$ cat src/rtl/rabin_karp_stream_matcher_core_assert.svh
// assertion macros shared by the rolling hash matcher rtl
// no dependencies; the empty forms apply when SYNTHESIS is defined
`ifndef RABIN_KARP_STREAM_MATCHER_CORE_ASSERT_SVH
`define RABIN_KARP_STREAM_MATCHER_CORE_ASSERT_SVH

`ifndef SYNTHESIS

// condition holds in the same cycle as the trigger
`define RKSM_ASSERT_IMP(lbl, clk, rst, ante, cons) \
  lbl: assert property (@(posedge clk) disable iff (rst) (ante) |-> (cons)) \
    else $error("rksm assertion failed");

// condition holds in the cycle after the trigger
`define RKSM_ASSERT_NXT(lbl, clk, rst, ante, cons) \
  lbl: assert property (@(posedge clk) disable iff (rst) (ante) |=> (cons)) \
    else $error("rksm assertion failed");

`else

`define RKSM_ASSERT_IMP(lbl, clk, rst, ante, cons)
`define RKSM_ASSERT_NXT(lbl, clk, rst, ante, cons)

`endif

`endif

$ cat src/rtl/rksm_pkg.sv
// shared constants, types and the control store of the rolling hash matcher
// no dependencies; used by the mulmod, sequencer and top rtl files
package rksm_pkg;

  // widths and sizes
  localparam int HASH_W      = 30;
  localparam int BYTE_W      = 8;
  localparam int POS_W       = 16;
  localparam int REQ_W       = 2;
  localparam int STATUS_W    = 2;
  localparam int MAX_PATTERN = 64;
  localparam int PTR_W       = $clog2(MAX_PATTERN);
  localparam int LEN_W       = $clog2(MAX_PATTERN + 1);
  localparam int PC_W        = 5;
  localparam int CNT_W       = 5;
  localparam int NB_WIDE     = HASH_W;
  localparam int NB_BYTE     = BYTE_W;
  localparam int CFG_IDX_W   = 2;
  localparam int OUT_DATA_W  = 24;

  localparam logic [HASH_W-1:0] BASE_RESET    = 30'd347;
  localparam logic [HASH_W-1:0] MODULUS_RESET = 30'd1000000007;
  localparam logic [POS_W-1:0]  POS_MAX       = 16'hFFFF;

  // request kinds
  localparam logic [REQ_W-1:0] REQ_PATTERN = 2'd0;
  localparam logic [REQ_W-1:0] REQ_TEXT    = 2'd1;
  localparam logic [REQ_W-1:0] REQ_RESTART = 2'd2;
  localparam logic [REQ_W-1:0] REQ_CLEAR   = 2'd3;

  // status codes
  localparam logic [STATUS_W-1:0] ST_OK         = 2'd0;
  localparam logic [STATUS_W-1:0] ST_PAT_FULL   = 2'd1;
  localparam logic [STATUS_W-1:0] ST_NO_PATTERN = 2'd2;

  // configuration register indexes
  localparam logic [CFG_IDX_W-1:0] REG_HASH_BASE    = 2'd0;
  localparam logic [CFG_IDX_W-1:0] REG_HASH_MODULUS = 2'd1;

  // micro-operations
  localparam int OP_W = 5;
  localparam logic [OP_W-1:0] OP_NOP      = 5'd0;
  localparam logic [OP_W-1:0] OP_MUL      = 5'd1;
  localparam logic [OP_W-1:0] OP_LD_BR    = 5'd2;
  localparam logic [OP_W-1:0] OP_LD_BT    = 5'd3;
  localparam logic [OP_W-1:0] OP_LD_HR    = 5'd4;
  localparam logic [OP_W-1:0] OP_LD_TR_TP = 5'd5;
  localparam logic [OP_W-1:0] OP_LD_TR_PH = 5'd6;
  localparam logic [OP_W-1:0] OP_ADD_PH   = 5'd7;
  localparam logic [OP_W-1:0] OP_SET_TP1  = 5'd8;
  localparam logic [OP_W-1:0] OP_TXT_PREP = 5'd9;
  localparam logic [OP_W-1:0] OP_SUB_OLD  = 5'd10;
  localparam logic [OP_W-1:0] OP_ADD_WH   = 5'd11;
  localparam logic [OP_W-1:0] OP_PAT_DONE = 5'd12;
  localparam logic [OP_W-1:0] OP_TXT_DONE = 5'd13;
  localparam logic [OP_W-1:0] OP_FULL     = 5'd14;
  localparam logic [OP_W-1:0] OP_NOPAT    = 5'd15;
  localparam logic [OP_W-1:0] OP_RESTART  = 5'd16;
  localparam logic [OP_W-1:0] OP_CLEAR    = 5'd17;

  // multiplier operand a (always below the modulus)
  localparam logic [1:0] A_ONE = 2'd0;
  localparam logic [1:0] A_BR  = 2'd1;
  localparam logic [1:0] A_TR  = 2'd2;

  // multiplier operand b (any value)
  localparam logic [2:0] B_BASE = 3'd0;
  localparam logic [2:0] B_BYTE = 3'd1;
  localparam logic [2:0] B_WH   = 3'd2;
  localparam logic [2:0] B_TP   = 3'd3;
  localparam logic [2:0] B_PH   = 3'd4;
  localparam logic [2:0] B_OB   = 3'd5;
  localparam logic [2:0] B_HR   = 3'd6;

  // multiplier destination
  localparam logic [2:0] D_BR = 3'd0;
  localparam logic [2:0] D_BT = 3'd1;
  localparam logic [2:0] D_HR = 3'd2;
  localparam logic [2:0] D_TR = 3'd3;
  localparam logic [2:0] D_TP = 3'd4;

  // jump conditions
  localparam logic [3:0] C_NEXT     = 4'd0;
  localparam logic [3:0] C_ALWAYS   = 4'd1;
  localparam logic [3:0] C_FULL     = 4'd2;
  localparam logic [3:0] C_LEN_ZERO = 4'd3;
  localparam logic [3:0] C_BASE_LT  = 4'd4;
  localparam logic [3:0] C_BYTE_LT  = 4'd5;
  localparam logic [3:0] C_WH_LT    = 4'd6;
  localparam logic [3:0] C_TP_LT    = 4'd7;
  localparam logic [3:0] C_PH_LT    = 4'd8;
  localparam logic [3:0] C_NOT_WIN  = 4'd9;

  // control store addresses
  localparam logic [PC_W-1:0] UA_PATTERN = 5'd0;
  localparam logic [PC_W-1:0] UA_P_BT    = 5'd3;
  localparam logic [PC_W-1:0] UA_P_MULH  = 5'd5;
  localparam logic [PC_W-1:0] UA_P_TP1   = 5'd8;
  localparam logic [PC_W-1:0] UA_P_DONE  = 5'd9;
  localparam logic [PC_W-1:0] UA_FULL    = 5'd10;
  localparam logic [PC_W-1:0] UA_NOPAT   = 5'd11;
  localparam logic [PC_W-1:0] UA_RESTART = 5'd12;
  localparam logic [PC_W-1:0] UA_CLEAR   = 5'd13;
  localparam logic [PC_W-1:0] UA_TEXT    = 5'd14;
  localparam logic [PC_W-1:0] UA_T_BT    = 5'd18;
  localparam logic [PC_W-1:0] UA_T_HR    = 5'd20;
  localparam logic [PC_W-1:0] UA_T_WIN   = 5'd22;
  localparam logic [PC_W-1:0] UA_T_OLD   = 5'd25;
  localparam logic [PC_W-1:0] UA_T_ROLL  = 5'd27;
  localparam logic [PC_W-1:0] UA_T_DONE  = 5'd31;

  // one control word
  typedef struct packed {
    logic [OP_W-1:0] op;
    logic [1:0]      a_sel;
    logic [2:0]      b_sel;
    logic [2:0]      dst;
    logic [3:0]      cond;
    logic [PC_W-1:0] target;
    logic            last;
  } ucw_t;

  // status flags the jumps test
  typedef struct packed {
    logic full;
    logic len_zero;
    logic base_lt;
    logic byte_lt;
    logic wh_lt;
    logic tp_lt;
    logic ph_lt;
    logic not_win;
  } cond_t;

  // request to the modular multiplier
  typedef struct packed {
    logic              start;
    logic              wide;
    logic [HASH_W-1:0] a;
    logic [HASH_W-1:0] b;
  } mul_req_t;

  function automatic ucw_t mk(input logic [OP_W-1:0] op, input logic [1:0] a_sel,
                              input logic [2:0] b_sel, input logic [2:0] dst,
                              input logic [3:0] cond, input logic [PC_W-1:0] target,
                              input logic last);
    ucw_t w;
    w.op     = op;
    w.a_sel  = a_sel;
    w.b_sel  = b_sel;
    w.dst    = dst;
    w.cond   = cond;
    w.target = target;
    w.last   = last;
    return w;
  endfunction

  // entry point of each request kind
  function automatic logic [PC_W-1:0] ucode_entry(input logic [REQ_W-1:0] req);
    logic [PC_W-1:0] e;
    unique case (req)
      REQ_PATTERN: e = UA_PATTERN;
      REQ_TEXT:    e = UA_TEXT;
      REQ_RESTART: e = UA_RESTART;
      REQ_CLEAR:   e = UA_CLEAR;
      default:     e = UA_CLEAR;
    endcase
    return e;
  endfunction

  // the microprogram; reductions are skipped when a value is already below the modulus
  function automatic ucw_t ucode_rom(input logic [PC_W-1:0] pc);
    ucw_t w;
    unique case (pc)
      // pattern byte
      5'd0:  w = mk(OP_NOP, A_ONE, B_BASE, D_BR, C_FULL, UA_FULL, 1'b0);
      5'd1:  w = mk(OP_LD_BR, A_ONE, B_BASE, D_BR, C_BASE_LT, UA_P_BT, 1'b0);
      5'd2:  w = mk(OP_MUL, A_ONE, B_BASE, D_BR, C_NEXT, UA_PATTERN, 1'b0);
      5'd3:  w = mk(OP_LD_BT, A_ONE, B_BYTE, D_BT, C_BYTE_LT, UA_P_MULH, 1'b0);
      5'd4:  w = mk(OP_MUL, A_ONE, B_BYTE, D_BT, C_NEXT, UA_PATTERN, 1'b0);
      5'd5:  w = mk(OP_MUL, A_BR, B_PH, D_HR, C_NEXT, UA_PATTERN, 1'b0);
      5'd6:  w = mk(OP_ADD_PH, A_ONE, B_PH, D_HR, C_LEN_ZERO, UA_P_TP1, 1'b0);
      5'd7:  w = mk(OP_MUL, A_BR, B_TP, D_TP, C_ALWAYS, UA_P_DONE, 1'b0);
      5'd8:  w = mk(OP_SET_TP1, A_ONE, B_TP, D_TP, C_NEXT, UA_PATTERN, 1'b0);
      5'd9:  w = mk(OP_PAT_DONE, A_ONE, B_BASE, D_BR, C_NEXT, UA_PATTERN, 1'b1);
      // single-step requests and refusals
      5'd10: w = mk(OP_FULL, A_ONE, B_BASE, D_BR, C_NEXT, UA_PATTERN, 1'b1);
      5'd11: w = mk(OP_NOPAT, A_ONE, B_BASE, D_BR, C_NEXT, UA_PATTERN, 1'b1);
      5'd12: w = mk(OP_RESTART, A_ONE, B_BASE, D_BR, C_NEXT, UA_PATTERN, 1'b1);
      5'd13: w = mk(OP_CLEAR, A_ONE, B_BASE, D_BR, C_NEXT, UA_PATTERN, 1'b1);
      // text byte
      5'd14: w = mk(OP_NOP, A_ONE, B_BASE, D_BR, C_LEN_ZERO, UA_NOPAT, 1'b0);
      5'd15: w = mk(OP_TXT_PREP, A_ONE, B_BASE, D_BR, C_NEXT, UA_PATTERN, 1'b0);
      5'd16: w = mk(OP_LD_BR, A_ONE, B_BASE, D_BR, C_BASE_LT, UA_T_BT, 1'b0);
      5'd17: w = mk(OP_MUL, A_ONE, B_BASE, D_BR, C_NEXT, UA_PATTERN, 1'b0);
      5'd18: w = mk(OP_LD_BT, A_ONE, B_BYTE, D_BT, C_BYTE_LT, UA_T_HR, 1'b0);
      5'd19: w = mk(OP_MUL, A_ONE, B_BYTE, D_BT, C_NEXT, UA_PATTERN, 1'b0);
      5'd20: w = mk(OP_LD_HR, A_ONE, B_WH, D_HR, C_WH_LT, UA_T_WIN, 1'b0);
      5'd21: w = mk(OP_MUL, A_ONE, B_WH, D_HR, C_NEXT, UA_PATTERN, 1'b0);
      5'd22: w = mk(OP_NOP, A_ONE, B_BASE, D_BR, C_NOT_WIN, UA_T_ROLL, 1'b0);
      5'd23: w = mk(OP_LD_TR_TP, A_ONE, B_TP, D_TR, C_TP_LT, UA_T_OLD, 1'b0);
      5'd24: w = mk(OP_MUL, A_ONE, B_TP, D_TR, C_NEXT, UA_PATTERN, 1'b0);
      5'd25: w = mk(OP_MUL, A_TR, B_OB, D_TR, C_NEXT, UA_PATTERN, 1'b0);
      5'd26: w = mk(OP_SUB_OLD, A_ONE, B_BASE, D_BR, C_NEXT, UA_PATTERN, 1'b0);
      5'd27: w = mk(OP_MUL, A_BR, B_HR, D_HR, C_NEXT, UA_PATTERN, 1'b0);
      5'd28: w = mk(OP_ADD_WH, A_ONE, B_BASE, D_BR, C_NEXT, UA_PATTERN, 1'b0);
      5'd29: w = mk(OP_LD_TR_PH, A_ONE, B_PH, D_TR, C_PH_LT, UA_T_DONE, 1'b0);
      5'd30: w = mk(OP_MUL, A_ONE, B_PH, D_TR, C_NEXT, UA_PATTERN, 1'b0);
      5'd31: w = mk(OP_TXT_DONE, A_ONE, B_BASE, D_BR, C_NEXT, UA_PATTERN, 1'b1);
      default: w = mk(OP_CLEAR, A_ONE, B_BASE, D_BR, C_NEXT, UA_PATTERN, 1'b1);
    endcase
    return w;
  endfunction

endpackage

$ cat src/rtl/rksm_ram.sv
// generic single-port-write ram with one registered read port
// no dependencies
module rksm_ram #(
  parameter int WIDTH = 8,
  parameter int DEPTH = 64
) (
  input  logic                     clk,
  input  logic                     we,
  input  logic [$clog2(DEPTH)-1:0] waddr,
  input  logic [WIDTH-1:0]         wdata,
  input  logic [$clog2(DEPTH)-1:0] raddr,
  output logic [WIDTH-1:0]         rdata
);

  logic [WIDTH-1:0] mem [DEPTH];

  // write port
  always_ff @(posedge clk) begin
    if (we) begin
      mem[waddr] <= wdata;
    end
  end

  // registered read
  always_ff @(posedge clk) begin
    rdata <= mem[raddr];
  end

endmodule

$ cat src/rtl/rksm_mulmod.sv
// bit-serial modular multiplier: a * b mod m, one bit of b per cycle, msb first
// depends on rksm_pkg; operand a must already be below m, m must be nonzero
module rksm_mulmod (
  input  logic                             clk,
  input  logic                             rst,
  input  rksm_pkg::mul_req_t               req,
  input  logic [rksm_pkg::HASH_W-1:0]      m,
  output logic                             done,
  output logic [rksm_pkg::HASH_W-1:0]      res
);

  localparam int W  = rksm_pkg::HASH_W;
  localparam int BW = rksm_pkg::BYTE_W;

  logic [W-1:0]                 r;
  logic [W-1:0]                 a_q;
  logic [W-1:0]                 b_q;
  logic [rksm_pkg::CNT_W-1:0]   cnt;
  logic                         run;
  logic [W+1:0]                 t0;
  logic [W+1:0]                 t1;
  logic [W+1:0]                 t2;
  logic [W+1:0]                 m_x;
  logic [W-1:0]                 r_next;

  // double, add a on a set bit, then bring back below m (sum is under 3m)
  always_comb begin
    m_x    = {2'b00, m};
    t0     = {1'b0, r, 1'b0} + (b_q[W-1] ? {2'b00, a_q} : '0);
    t1     = (t0 >= m_x) ? t0 - m_x : t0;
    t2     = (t1 >= m_x) ? t1 - m_x : t1;
    r_next = t2[W-1:0];
  end

  // iteration control
  always_ff @(posedge clk) begin
    if (rst) begin
      run  <= 1'b0;
      done <= 1'b0;
      cnt  <= '0;
    end else begin
      done <= run && (cnt == rksm_pkg::CNT_W'(1));
      if (req.start) begin
        run <= 1'b1;
        cnt <= req.wide ? rksm_pkg::CNT_W'(rksm_pkg::NB_WIDE)
                        : rksm_pkg::CNT_W'(rksm_pkg::NB_BYTE);
      end else if (run) begin
        cnt <= cnt - rksm_pkg::CNT_W'(1);
        if (cnt == rksm_pkg::CNT_W'(1)) begin
          run <= 1'b0;
        end
      end
    end
  end

  // operand and accumulator registers
  always_ff @(posedge clk) begin
    if (req.start) begin
      r   <= '0;
      a_q <= req.a;
      b_q <= req.wide ? req.b : {req.b[BW-1:0], {(W-BW){1'b0}}};
    end else if (run) begin
      r   <= r_next;
      b_q <= {b_q[W-2:0], 1'b0};
    end
  end

  assign res = r;

endmodule

$ cat src/rtl/rksm_sequencer.sv
// microprogram sequencer: step counter, control store lookup and conditional jumps
// depends on rksm_pkg and rabin_karp_stream_matcher_core_assert.svh
`include "rabin_karp_stream_matcher_core_assert.svh"

module rksm_sequencer (
  input  logic                          clk,
  input  logic                          rst,
  input  logic                          start,
  input  logic [rksm_pkg::PC_W-1:0]     entry,
  input  rksm_pkg::cond_t               cond,
  input  logic                          mul_done,
  input  logic                          out_free,
  output rksm_pkg::ucw_t                uw,
  output logic                          fire,
  output logic                          mul_start,
  output logic                          active
);

  logic [rksm_pkg::PC_W-1:0] pc;
  logic                      mul_wait;
  logic                      take;
  logic                      is_mul;

  assign uw     = rksm_pkg::ucode_rom(pc);
  assign is_mul = (uw.op == rksm_pkg::OP_MUL);

  // jump condition of the current word
  always_comb begin
    unique case (uw.cond)
      rksm_pkg::C_NEXT:     take = 1'b0;
      rksm_pkg::C_ALWAYS:   take = 1'b1;
      rksm_pkg::C_FULL:     take = cond.full;
      rksm_pkg::C_LEN_ZERO: take = cond.len_zero;
      rksm_pkg::C_BASE_LT:  take = cond.base_lt;
      rksm_pkg::C_BYTE_LT:  take = cond.byte_lt;
      rksm_pkg::C_WH_LT:    take = cond.wh_lt;
      rksm_pkg::C_TP_LT:    take = cond.tp_lt;
      rksm_pkg::C_PH_LT:    take = cond.ph_lt;
      rksm_pkg::C_NOT_WIN:  take = cond.not_win;
      default:              take = 1'b0;
    endcase
  end

  // a multiply word completes with the multiplier; a final word waits for the output slot
  assign mul_start = active && is_mul && !mul_wait;
  assign fire      = active && (is_mul ? (mul_wait && mul_done) : (!uw.last || out_free));

  // step counter
  always_ff @(posedge clk) begin
    if (rst) begin
      active   <= 1'b0;
      pc       <= rksm_pkg::UA_PATTERN;
      mul_wait <= 1'b0;
    end else if (start) begin
      active   <= 1'b1;
      pc       <= entry;
      mul_wait <= 1'b0;
    end else if (active) begin
      if (mul_start) begin
        mul_wait <= 1'b1;
      end
      if (fire) begin
        mul_wait <= 1'b0;
        pc       <= take ? uw.target : pc + rksm_pkg::PC_W'(1);
        if (uw.last) begin
          active <= 1'b0;
        end
      end
    end
  end

  // checks
  `RKSM_ASSERT_NXT(a_start_runs, clk, rst, start, active)
  `RKSM_ASSERT_IMP(a_wait_on_mul, clk, rst, mul_wait, active && is_mul)
  `RKSM_ASSERT_NXT(a_mul_waits, clk, rst, mul_start, mul_wait)
  `RKSM_ASSERT_IMP(a_end_has_slot, clk, rst, fire && uw.last, out_free)

endmodule

$ cat src/rtl/rabin_karp_stream_matcher_core.sv
// rolling hash (rabin-karp) stream matcher top; uses rksm_pkg, sequencer, mulmod and ram
// result timing depends on the request: later pattern bytes and text bytes once the window
// is full add multiplies, and base, byte or stored hashes that need reducing add more; a
// 30-bit multiply runs longer than a byte one
// one request in flight: ready rises with result valid; a stalled result delays the next
// synchronous active-high reset: base 347, modulus 1000000007, empty pattern, store uncleared
module rabin_karp_stream_matcher_core (
  input  logic                                clk,
  input  logic                                rst,
  // request stream
  input  logic                                s_tvalid,
  output logic                                s_tready,
  input  logic [7:0]                          s_tdata,  // [7:0] data_byte
  input  logic [rksm_pkg::REQ_W-1:0]          s_tuser,  // [1:0] req_type
  // result stream
  output logic                                m_tvalid,
  input  logic                                m_tready,
  output logic [rksm_pkg::OUT_DATA_W-1:0]     m_tdata,  // [0] matched, [16:1] match_start
  output logic [rksm_pkg::STATUS_W-1:0]       m_tuser,  // [1:0] status
  // configuration writes
  input  logic                                cfg_valid,
  output logic                                cfg_ready,
  input  logic [rksm_pkg::CFG_IDX_W-1:0]      cfg_index,
  input  logic [rksm_pkg::HASH_W-1:0]         cfg_data
);

  localparam int W     = rksm_pkg::HASH_W;
  localparam int BW    = rksm_pkg::BYTE_W;
  localparam int PW    = rksm_pkg::POS_W;
  localparam int LW    = rksm_pkg::LEN_W;
  localparam int TW    = rksm_pkg::PTR_W;

  // configuration and architectural state
  logic [W-1:0]  hash_base;
  logic [W-1:0]  hash_modulus;
  logic [LW-1:0] pattern_length;
  logic [W-1:0]  pattern_hash;
  logic [W-1:0]  top_power;
  logic [W-1:0]  window_hash;
  logic [PW-1:0] text_position;
  logic [TW-1:0] window_pointer;

  // working registers
  logic [BW-1:0] byte_q;
  logic [W-1:0]  br;
  logic [BW-1:0] bt;
  logic [W-1:0]  hr;
  logic [W-1:0]  tr;
  logic [BW-1:0] ob;

  // result register
  logic          out_matched;
  logic [PW-1:0] out_start;
  logic [rksm_pkg::STATUS_W-1:0] out_status;

  // sequencer and multiplier links
  rksm_pkg::ucw_t     uw;
  rksm_pkg::cond_t    cond;
  rksm_pkg::mul_req_t mreq;
  logic               fire;
  logic               mul_start;
  logic               mul_done;
  logic [W-1:0]       mul_res;
  logic               active;
  logic               accept;
  logic               out_free;
  logic               mul_wr;
  logic               ram_we;

  // datapath values
  logic [W-1:0]  m_eff;
  logic [W-1:0]  one_m;
  logic [W:0]    sum_hb;
  logic [W-1:0]  sum_red;
  logic [W-1:0]  sub_old;
  logic [PW:0]   pos_inc;
  logic [LW-1:0] ptr_inc;
  logic [TW-1:0] ptr_prep;
  logic [TW-1:0] ptr_adv;
  logic          win_full;
  logic          res_matched;
  logic [PW-1:0] res_start;
  logic [rksm_pkg::STATUS_W-1:0] res_status;

  // handshakes
  assign s_tready  = !active;
  assign accept    = s_tvalid && s_tready;
  assign out_free  = !m_tvalid || m_tready;
  assign cfg_ready = 1'b1;
  assign mul_wr    = fire && (uw.op == rksm_pkg::OP_MUL);
  assign ram_we    = fire && (uw.op == rksm_pkg::OP_ADD_WH);

  // modulus zero acts as one; "one" reduced by the modulus
  assign m_eff = (hash_modulus == '0) ? W'(1) : hash_modulus;
  assign one_m = (m_eff == W'(1)) ? '0 : W'(1);

  // flags for the jumps
  always_comb begin
    cond.full     = pattern_length >= LW'(rksm_pkg::MAX_PATTERN);
    cond.len_zero = pattern_length == '0;
    cond.base_lt  = hash_base < m_eff;
    cond.byte_lt  = W'(byte_q) < m_eff;
    cond.wh_lt    = window_hash < m_eff;
    cond.tp_lt    = top_power < m_eff;
    cond.ph_lt    = pattern_hash < m_eff;
    cond.not_win  = text_position < PW'(pattern_length);
  end

  // multiplier operands
  always_comb begin
    mreq.start = mul_start;
    unique case (uw.a_sel)
      rksm_pkg::A_ONE: mreq.a = one_m;
      rksm_pkg::A_BR:  mreq.a = br;
      rksm_pkg::A_TR:  mreq.a = tr;
      default:         mreq.a = one_m;
    endcase
    unique case (uw.b_sel)
      rksm_pkg::B_BASE: mreq.b = hash_base;
      rksm_pkg::B_BYTE: mreq.b = W'(byte_q);
      rksm_pkg::B_WH:   mreq.b = window_hash;
      rksm_pkg::B_TP:   mreq.b = top_power;
      rksm_pkg::B_PH:   mreq.b = pattern_hash;
      rksm_pkg::B_OB:   mreq.b = W'(ob);
      rksm_pkg::B_HR:   mreq.b = hr;
      default:          mreq.b = hash_base;
    endcase
    mreq.wide = !((uw.b_sel == rksm_pkg::B_BYTE) || (uw.b_sel == rksm_pkg::B_OB));
  end

  // combinational arithmetic: add the reduced byte, remove the oldest term, window moves
  always_comb begin
    sum_hb   = {1'b0, hr} + (W + 1)'(bt);
    sum_red  = (sum_hb >= {1'b0, m_eff}) ? W'(sum_hb - {1'b0, m_eff}) : sum_hb[W-1:0];
    sub_old  = (hr >= tr) ? hr - tr : W'({1'b0, hr} + {1'b0, m_eff} - {1'b0, tr});
    pos_inc  = {1'b0, text_position} + (PW + 1)'(1);
    ptr_inc  = LW'(window_pointer) + LW'(1);
    ptr_prep = (LW'(window_pointer) >= pattern_length) ? '0 : window_pointer;
    ptr_adv  = (ptr_inc >= pattern_length) ? '0 : ptr_inc[TW-1:0];
    win_full = pos_inc >= (PW + 1)'(pattern_length);
  end

  // result of the final word
  always_comb begin
    res_matched = 1'b0;
    res_start   = '0;
    res_status  = rksm_pkg::ST_OK;
    unique case (uw.op)
      rksm_pkg::OP_TXT_DONE: begin
        res_matched = win_full && (window_hash == tr);
        if (res_matched) begin
          res_start = (text_position == rksm_pkg::POS_MAX) ? rksm_pkg::POS_MAX
                    : PW'(pos_inc - (PW + 1)'(pattern_length));
        end
      end
      rksm_pkg::OP_FULL:  res_status = rksm_pkg::ST_PAT_FULL;
      rksm_pkg::OP_NOPAT: res_status = rksm_pkg::ST_NO_PATTERN;
      default:            res_status = rksm_pkg::ST_OK;
    endcase
  end

  // configuration, hash state and output valid
  always_ff @(posedge clk) begin
    if (rst) begin
      hash_base      <= rksm_pkg::BASE_RESET;
      hash_modulus   <= rksm_pkg::MODULUS_RESET;
      pattern_length <= '0;
      pattern_hash   <= '0;
      top_power      <= W'(1);
      window_hash    <= '0;
      text_position  <= '0;
      window_pointer <= '0;
      m_tvalid       <= 1'b0;
    end else begin
      if (cfg_valid && cfg_ready) begin
        if (cfg_index == rksm_pkg::REG_HASH_BASE) begin
          hash_base <= cfg_data;
        end else if (cfg_index == rksm_pkg::REG_HASH_MODULUS) begin
          hash_modulus <= cfg_data;
        end
      end
      if (mul_wr && (uw.dst == rksm_pkg::D_TP)) begin
        top_power <= mul_res;
      end
      if (fire) begin
        unique case (uw.op)
          rksm_pkg::OP_ADD_PH:   pattern_hash <= sum_red;
          rksm_pkg::OP_SET_TP1:  top_power <= one_m;
          rksm_pkg::OP_TXT_PREP: window_pointer <= ptr_prep;
          rksm_pkg::OP_ADD_WH:   window_hash <= sum_red;
          rksm_pkg::OP_PAT_DONE: begin
            pattern_length <= pattern_length + LW'(1);
            window_hash    <= '0;
            text_position  <= '0;
            window_pointer <= '0;
          end
          rksm_pkg::OP_TXT_DONE: begin
            window_pointer <= ptr_adv;
            if (text_position != rksm_pkg::POS_MAX) begin
              text_position <= pos_inc[PW-1:0];
            end
          end
          rksm_pkg::OP_RESTART: begin
            window_hash    <= '0;
            text_position  <= '0;
            window_pointer <= '0;
          end
          rksm_pkg::OP_CLEAR: begin
            pattern_length <= '0;
            pattern_hash   <= '0;
            top_power      <= W'(1);
            window_hash    <= '0;
            text_position  <= '0;
            window_pointer <= '0;
          end
          default: begin
          end
        endcase
      end
      if (fire && uw.last) begin
        m_tvalid <= 1'b1;
      end else if (m_tready) begin
        m_tvalid <= 1'b0;
      end
    end
  end

  // working registers and result payload
  always_ff @(posedge clk) begin
    if (accept) begin
      byte_q <= s_tdata[BW-1:0];
    end
    if (mul_wr) begin
      unique case (uw.dst)
        rksm_pkg::D_BR: br <= mul_res;
        rksm_pkg::D_BT: bt <= mul_res[BW-1:0];
        rksm_pkg::D_HR: hr <= mul_res;
        rksm_pkg::D_TR: tr <= mul_res;
        default: begin
        end
      endcase
    end
    if (fire) begin
      unique case (uw.op)
        rksm_pkg::OP_LD_BR:    br <= hash_base;
        rksm_pkg::OP_LD_BT:    bt <= byte_q;
        rksm_pkg::OP_LD_HR:    hr <= window_hash;
        rksm_pkg::OP_LD_TR_TP: tr <= top_power;
        rksm_pkg::OP_LD_TR_PH: tr <= pattern_hash;
        rksm_pkg::OP_SUB_OLD:  hr <= sub_old;
        default: begin
        end
      endcase
    end
    if (fire && uw.last) begin
      out_matched <= res_matched;
      out_start   <= res_start;
      out_status  <= res_status;
    end
  end

  assign m_tdata = {{(rksm_pkg::OUT_DATA_W - PW - 1){1'b0}}, out_start, out_matched};
  assign m_tuser = out_status;

  // control sequencer
  rksm_sequencer u_seq (
    .clk       (clk),
    .rst       (rst),
    .start     (accept),
    .entry     (rksm_pkg::ucode_entry(s_tuser)),
    .cond      (cond),
    .mul_done  (mul_done),
    .out_free  (out_free),
    .uw        (uw),
    .fire      (fire),
    .mul_start (mul_start),
    .active    (active)
  );

  // shared modular multiplier
  rksm_mulmod u_mul (
    .clk  (clk),
    .rst  (rst),
    .req  (mreq),
    .m    (m_eff),
    .done (mul_done),
    .res  (mul_res)
  );

  // window store
  rksm_ram #(
    .WIDTH (rksm_pkg::BYTE_W),
    .DEPTH (rksm_pkg::MAX_PATTERN)
  ) u_window (
    .clk   (clk),
    .we    (ram_we),
    .waddr (window_pointer),
    .wdata (byte_q),
    .raddr (window_pointer),
    .rdata (ob)
  );

endmodule
$ cat config.mk
export PLATFORM = sky130hd
export DESIGN_NAME = rabin_karp_stream_matcher_core
export DESIGN_NICKNAME = d
export VERILOG_FILES = /design/src/rtl/rksm_pkg.sv /design/src/rtl/rksm_ram.sv /design/src/rtl/rksm_mulmod.sv /design/src/rtl/rksm_sequencer.sv /design/src/rtl/rabin_karp_stream_matcher_core.sv
export VERILOG_INCLUDE_DIRS = /design/src /design/src/rtl
export SDC_FILE = /design/constraint.sdc
export NUM_CORES = 2
export LEC_CHECK = 0
export BUFFER_PORTS_ARGS = -buffer_cell sky130_fd_sc_hd__buf_4
export CAP_MARGIN = 20
export CORE_MARGIN = 5
export CORE_UTILIZATION = 50
export DETAILED_ROUTE_END_ITERATION = 10
export PLACE_DENSITY_LB_ADDON = 0.3
export SYNTH_ARGS = -nofsm -noshare
export SYNTH_HDL_FRONTEND = slang
export SYNTH_SLANG_ARGS = --single-unit
$ cat constraint.sdc
create_clock -name clk -period 7.75 [get_ports clk]
set_input_delay 1.55 -clock clk [delete_from_list [all_inputs] [get_ports clk]]
set_output_delay 1.55 -clock clk [all_outputs]
set_load 0.005 [all_outputs]
== Word-level counts from Yosys, hierarchy flattened ==
Memories as Yosys holds them, arrays and structs flattened. A register that Yosys moved wholly into a read port is not among the register bits.
Cells that the tools add are included.

* Add/subtract/negate cells: 14
* $mul: 0
* Div/mod/pow operators: 0
* $lt $le $gt $ge: 14
* Equal/unequal tests: 49
* Shifts and indexed selects: 0
* Muxes and demuxes: 66
* Bitwise logic cells: 1
* Reductions and logical operators: 45

{| class="wikitable"
|+ Operators by type and width
! cell !! number
|-
| 30-bit two-way mux || 20
|-
| 30-bit one-hot mux with 2 select lines || 6
|-
| 30-bit one-hot mux with 6 select lines || 1
|-
| 30-bit < comparator || 4
|-
| 30-bit subtractor || 4
|-
| 32-bit by 30-bit greater-or-equal comparator with 1-bit output || 2
|-
| 5-bit two-way mux || 9
|-
| 5-bit by 4-bit == test with 1-bit output, second input constant || 8
|-
| 31-bit by 32-bit adder with 32-bit output || 1
|-
| 16-bit two-way mux || 2
|-
| 32-bit two-way mux || 1
|-
| 8-bit two-way mux || 4
|-
| 16-bit one-hot mux with 2 select lines || 1
|-
| 32-bit by 30-bit subtractor with 32-bit output || 1
|-
| 30-bit by 8-bit adder with 31-bit output || 1
|-
| 31-bit by 30-bit greater-or-equal comparator with 1-bit output || 1
|-
| 30-bit adder || 1
|-
| 30-bit by 1-bit == test with 1-bit output, second input constant || 1
|-
| 30-bit == test || 1
|-
| 30-bit greater-or-equal comparator || 1
|-
| 30-bit zero test || 1
|-
| 8-bit by 30-bit < comparator with 1-bit output || 1
|-
| 5-bit by 3-bit == test with 1-bit output, second input constant || 4
|-
| 5-bit one-hot mux with 4 select lines || 1
|-
| other kinds (45) || 112
|}

* Flip-flop bits (word level): 409
* Bits in latches: 0
* Bits in writable memories: 512
* ROM bits: 736
* Input bits: 47
* Output and inout port bits: 29
* Logic and storage cells: 217
* Memories kept: 2

{| class="wikitable"
|+ Memories
! name !! words !! width !! read ports !! clocked after Yosys merged registers in !! wr ports !! RTL line !! text
|-
| (no name shown) || 32 || 23 || 1 || 1 || 0 || rksm_pkg.sv:174 || <nowiki>unique case (pc)</nowiki>
|-
| u_window.mem || 64 || 8 || 1 || 1 || 1 || rksm_ram.sv:15 || <nowiki>logic [WIDTH-1:0] mem [DEPTH];</nowiki>
|}

== Logic depth before layout (Yosys ltp) ==
* Word-level depth: 10
* Depth in mapped cells: 43
* Mapped depth without buffers: 38

== Cells and area by module ==
A second synthesis with hierarchy kept.

* Cells, all modules: 5472
* Area total of the unflattened synthesis: 56513.0 um^2

{| class="wikitable"
|+ By module, submodules not included
! module !! instances !! cells each !! area an instance (um^2) !! sequential area each (um^2)
|-
| rabin_karp_stream_matcher_core || 1 || 3207 || 25056.5 || 6376.1
|-
| rksm_ram || 1 || 940 || 20166.8 || 15534.9
|-
| rksm_mulmod || 1 || 1093 || 9313.9 || 2542.4
|-
| rksm_sequencer || 1 || 232 || 1975.6 || 600.6
|}

== Worst setup path before layout ==
OpenSTA, ideal clock, no wires.

* Path kind: register to register
* Start point: reg u_mul.b_q[29]
* End point: reg u_mul.r[2], in the netlist u_mul.res[2]
* Setup time: 0.062 ns
* Data arrival time: 7.415 ns
* Required time: 7.688 ns
* Path slack: 0.272 ns
* Cell stages (with the launch flop): 38
* Buffers on the path: 3
* Period minus slack after synthesis: 7.478 ns
* Cell sequence: edfxtp_1 -> clkbuf_1 -> and2_1 -> ha_1 -> inv_1 -> fa_1 -> nor2b_1 -> o31ai_1 -> a21oi_1 -> o21ai_1 -> o21ai_0 -> a21o_1 -> a21oi_1 -> xnor2_1 -> ha_1 -> a21o_1 -> o21bai_1 -> nor2_1 -> (+2 left out) -> o21ai_0 -> nor3b_2 -> buf_2 -> mux2_2 -> ha_1 -> nand2_1 -> o211a_1 -> o211ai_2 -> a41oi_2 -> o21ai_2 -> a41oi_1 -> a311o_1 -> and2_1 -> o211a_1 -> a311o_1 -> buf_2 -> or4_1 -> nand3_1

* Word-level cells in the longest chain between the ends: 6
* Elaborated cells on any way between the ends: 8

{| class="wikitable"
|+ Ends and longest elaborated chain
! what !! RTL line !! text
|-
| from (decl) || rksm_mulmod.sv:17 || <nowiki>logic [W-1:0] b_q;</nowiki>
|-
| from (signal assigned) || rksm_mulmod.sv:61 || <nowiki>b_q <= req.wide ? req.b : {req.b[BW-1:0], {(W-BW){1'b0}}};</nowiki>
|-
| from (signal assigned) || rksm_mulmod.sv:64 || <nowiki>b_q <= {b_q[W-2:0], 1'b0};</nowiki>
|-
| 30-bit two-way mux (*) || rksm_mulmod.sv:29 || <nowiki>t0 = {1'b0, r, 1'b0} + (b_q[W-1] ? {2'b00, a_q} : '0);</nowiki>
|-
| 31-bit by 32-bit adder with 32-bit output (*) || rksm_mulmod.sv:29 ||
|-
| 32-bit by 30-bit subtractor with 32-bit output / 32-bit by 30-bit greater-or-equal comparator with 1-bit output (equally long branches) || rksm_mulmod.sv:30 || <nowiki>t1 = (t0 >= m_x) ? t0 - m_x : t0;</nowiki>
|-
| 32-bit two-way mux (*) || rksm_mulmod.sv:30 ||
|-
| 30-bit subtractor / 32-bit by 30-bit greater-or-equal comparator with 1-bit output (equally long branches) || rksm_mulmod.sv:31 || <nowiki>t2 = (t1 >= m_x) ? t1 - m_x : t1;</nowiki>
|-
| 30-bit two-way mux (*) || rksm_mulmod.sv:31 ||
|-
| to (signal assigned) || rksm_mulmod.sv:63 || <nowiki>r <= r_next;</nowiki>
|-
| to (decl) || rksm_mulmod.sv:15 || <nowiki>logic [W-1:0] r;</nowiki>
|}

Mark *: on every way between the ends. The rest lies on a longest branch, timed or not.
A chain may end at the register's enable or synchronous reset.

== Worst setup path in the final report ==
* Start point: reg u_mul.b_q[29]
* End point: reg u_mul.r[0], in the netlist u_mul.res[0]

Same word-level chain as after synthesis.

==> impl_metrics.csv <==
group,metric,value,unit
clock_network,cts.sinks,952,
final_layout,final_common_cell,"edfxtp_1",
grt,grt-ovfl-total,0,
placement,port_buffers,67,
yosys,yosysWarnings,0,
worst_setup_path,critPathLaunchType,"flip-flop",
timing,hold_viol_final,0,
flow_run,cap_violations,0,
drt,wl,176100,um
timing,worst_slew_pin_slew,1.098,ns
grt,antenna_found_initial,4,
worst_setup_path,r2r_start,"u_mul.b_q[29]",
timing,finalCritPeriodShare,102.7,%
final_layout,largest_reg_flops,512,
grt,grt_max_degree,69,
final_layout,fin_cells,6967,
final_layout,drive_above_1_share,14.31,%
clock_network,clockBufferDepth,3,
clock_network,cts_tree,"built",
worst_setup_path,critPathArrivalTime,8.59,ns
timing,final-setup-viol-count,29,
power_and_ir_drop,p_total,27680,uW
drt,drc,0,
floorplanning,core_area,0.1068,sq mm
floorplanning,die_width,337.3,um
drt,num_vias,44120,
worst_setup_path,critPathRequiredTime,8.38,ns
worst_hold_path,whs_path_depth,2,
clock_network,cts_made_buffers,100,
final_layout,layout.filler_cells,9037,
clock_network,clock_latency,0.72,ns
floorplanning,die_y,337.3,um
power_and_ir_drop,ir_drop,0.0004566,V
worst_setup_path,reg2reg_depth,40,
yosys,synth_top_area_share,33.59,%
timing,drv_slew,0,
worst_setup_path,criticalPathCategory,"flip-flop to flip-flop",
final_layout,mostFrequentLayoutCells,"edfxtp_1, nand2_1, a21oi_1, buf_4, nor2_1",
worst_setup_path,worst_path_max_delay_cell,"edfxtp_1",
status,status,"finished, violations left",
worst_setup_path,rrSetupSlack,-0.21,ns
yosys,postSynth.asyncResetShare,0,%
drt,ant_nets,0,
placement,gp_congestion,0.9760,
timing,fin_tns_setup,-2.747,ns
placement,dpl.hpwl,125700,um
status,violations,"negative setup slack",
timing,fin_skew,0.05723,ns
timing,finalWorstSetupSlack,-0.2075,ns
final_layout,fin_util,57.67,%
power_and_ir_drop,power_leakage,0.02378,uW
floorplanning,start_util,50.16,%
timing,min_period,7.957,ns
final_layout,largest_register,"u_window.mem",
timing,rsz0062_at_grt,"true",
floorplanning,ios,76,
worst_setup_path,cp_max_fo,7,
placement,dp_cells,6733,
worst_hold_path,worstHoldStart,"hash_modulus[4]",
drt,drtIter0Drc,4871,
clock_network,ctsRootBufferMaster,"clkbuf_16",
yosys,syn_area,0.05355,sq mm
placement,post_dp_cell_area,0.05716,sq mm
grt,grt_pass1_vias,42060,
drt,first_pass_iters,6,
yosys,synth-seq-area-share,46.79,%
worst_setup_path,end_kind,"flip-flop",
power_and_ir_drop,p_per_area,449.6,mW/mm^2
yosys,synth-edff-count,599,
yosys,synthTopCellsByArea,"edfxtp_1, dfxtp_1, ha_1",
worst_hold_path,hold_class,"flip-flop to flip-flop",
clock_network,clk_pin_slew,0.06,ns
grt,grt_pass1_wl,259700,um
final_layout,area_growth,14.97,%
yosys,syn_inst,5223,
floorplanning,row_count,120,
yosys,yosysTopAreaCell,"edfxtp_1",
yosys,synth-main-ff-cell,"edfxtp_1",
yosys,synth_cell_types,115,
yosys,ys_seq_elements,952,
drt,wl_per_cell,25.28,um
clock_network,cts_max_level,3,
final_layout,postLayoutCellArea,0.06156,sq mm
worst_hold_path,hold-path-endpoint,"hash_modulus[4]",
worst_setup_path,max_stage_delay,0.52,ns
drt,via_per_inst,6.333,
worst_setup_path,rr_endpoint,"u_mul.res[0]",
timing,slew_headroom,26.51,%
timing,fmax,125.7,MHz
yosys,syn_avg_cell_area,10.25,sq um
grt,grt_use_total,29.89,%
final_layout,nNetsFinal,5912,
floorplanning,die_area,0.1137,sq mm
==> cells in the mapped netlist, types with 58 or more instances <==
cell and instances:
a221oi_1 58, clkbuf_1 220, edfxtp_1 599, a21o_1 114, mux2i_1 170, xnor2_1 185, a22oi_1 238, a22o_1 70
nand4_1 64, nand2_1 445, a21oi_1 415, nor3_1 68, a31oi_1 74, xor2_1 70, nand3_1 78, inv_1 238
nor2_1 362, dfxtp_1 353, o21ai_0 231, ha_1 351
==> through the flow <==
stage	setup WS, ns	hold WS, ns
CTS	0.0006235	0.4568
global route	-0.4873	0.4847
floorplan	0.2725	0.4363
detailed placement	-0.5901	0.4487
global placement	-0.4663	0.4445
finish	-0.2075	0.4593
==> area by class of cell <==
type | count | area [sq um] | share of cell area, %
Antenna cell | 1 | 2.502 | 0.004065
Clock buffer | 133 | 2708 | 4.398
Clock inverter | 54 | 563.0 | 0.9146
Inverter | 243 | 920.9 | 1.496
Multi-Input combinational cell | 3760 | 27230 | 44.23
Sequential cell | 952 | 25060 | 40.70
Tap cell | 1403 | 1755 | 2.851
Timing Repair Buffer | 421 | 3328 | 5.406
==> power by group <==
part / internal, uW / switching, uW / total [uW]
Sequential: 5770 / 549 / 6320
Combinational: 7880 / 8710 / 16600
Clock: 2680 / 2100 / 4780
Total: 16300 / 11400 / 27700
==> critical path: cells and delay by family, from the launching register on <==
kind                       cells  cell delay [ns]
adders and majority gates      3             0.73
xor gates and xnor gates       1             0.13
buffers and inverters          9             1.39
and+or+nand+nor               10             1.83
muxes                          1             0.24
DFF                            1             0.52
AOI/OAI and AO/OA             16             3.02
==> kinds of logic after synthesis <==
| logic type | share of synthesized area, % |
|---|---|
| xor gates and xnor gates | 4.201 |
| muxes | 4.145 |
| adders and majority gates | 9.547 |
| DFF | 46.79 |
| AOI/OAI and AO/OA | 19.90 |
| buffers and inverters | 3.890 |
| and+or+nand+nor | 11.52 |
| other | 0.01402 |
==> routing by layer <==
metal | GRT usage [%] | routed length, um
met1 | 37.27 | 67660
met2 | 49.89 | 82970
met3 | 4.265 | 13260
met4 | 17.20 | 12210
met5 | 0 | 13
==> how the worst max path moves through the flow <==
stage	startpoint	endpoint	slack, ns	cells after the start
after floorplan	u_mul.b_q[29]	u_mul.res[2]	0.27	37
after global placement	u_mul.b_q[29]	u_mul.res[2]	-0.47	41
after detailed placement	u_mul.b_q[29]	u_mul.res[21]	-0.59	42
after CTS	u_mul.b_q[29]	u_mul.res[0]	0.0006	41
after global routing	u_mul.b_q[29]	u_mul.res[0]	-0.49	39
final	u_mul.b_q[29]	u_mul.res[0]	-0.21	40
==> what timing repair did <==
action                                  CTS  global route
gates resized for setup                  70            84
pin swaps                                44            86
endpoints found under the setup margin   30            30
gates cloned                              1             0
hold buffers                              0             0
buffers inserted                         24            21
Note: power is estimated with default switching activity, not from simulation.
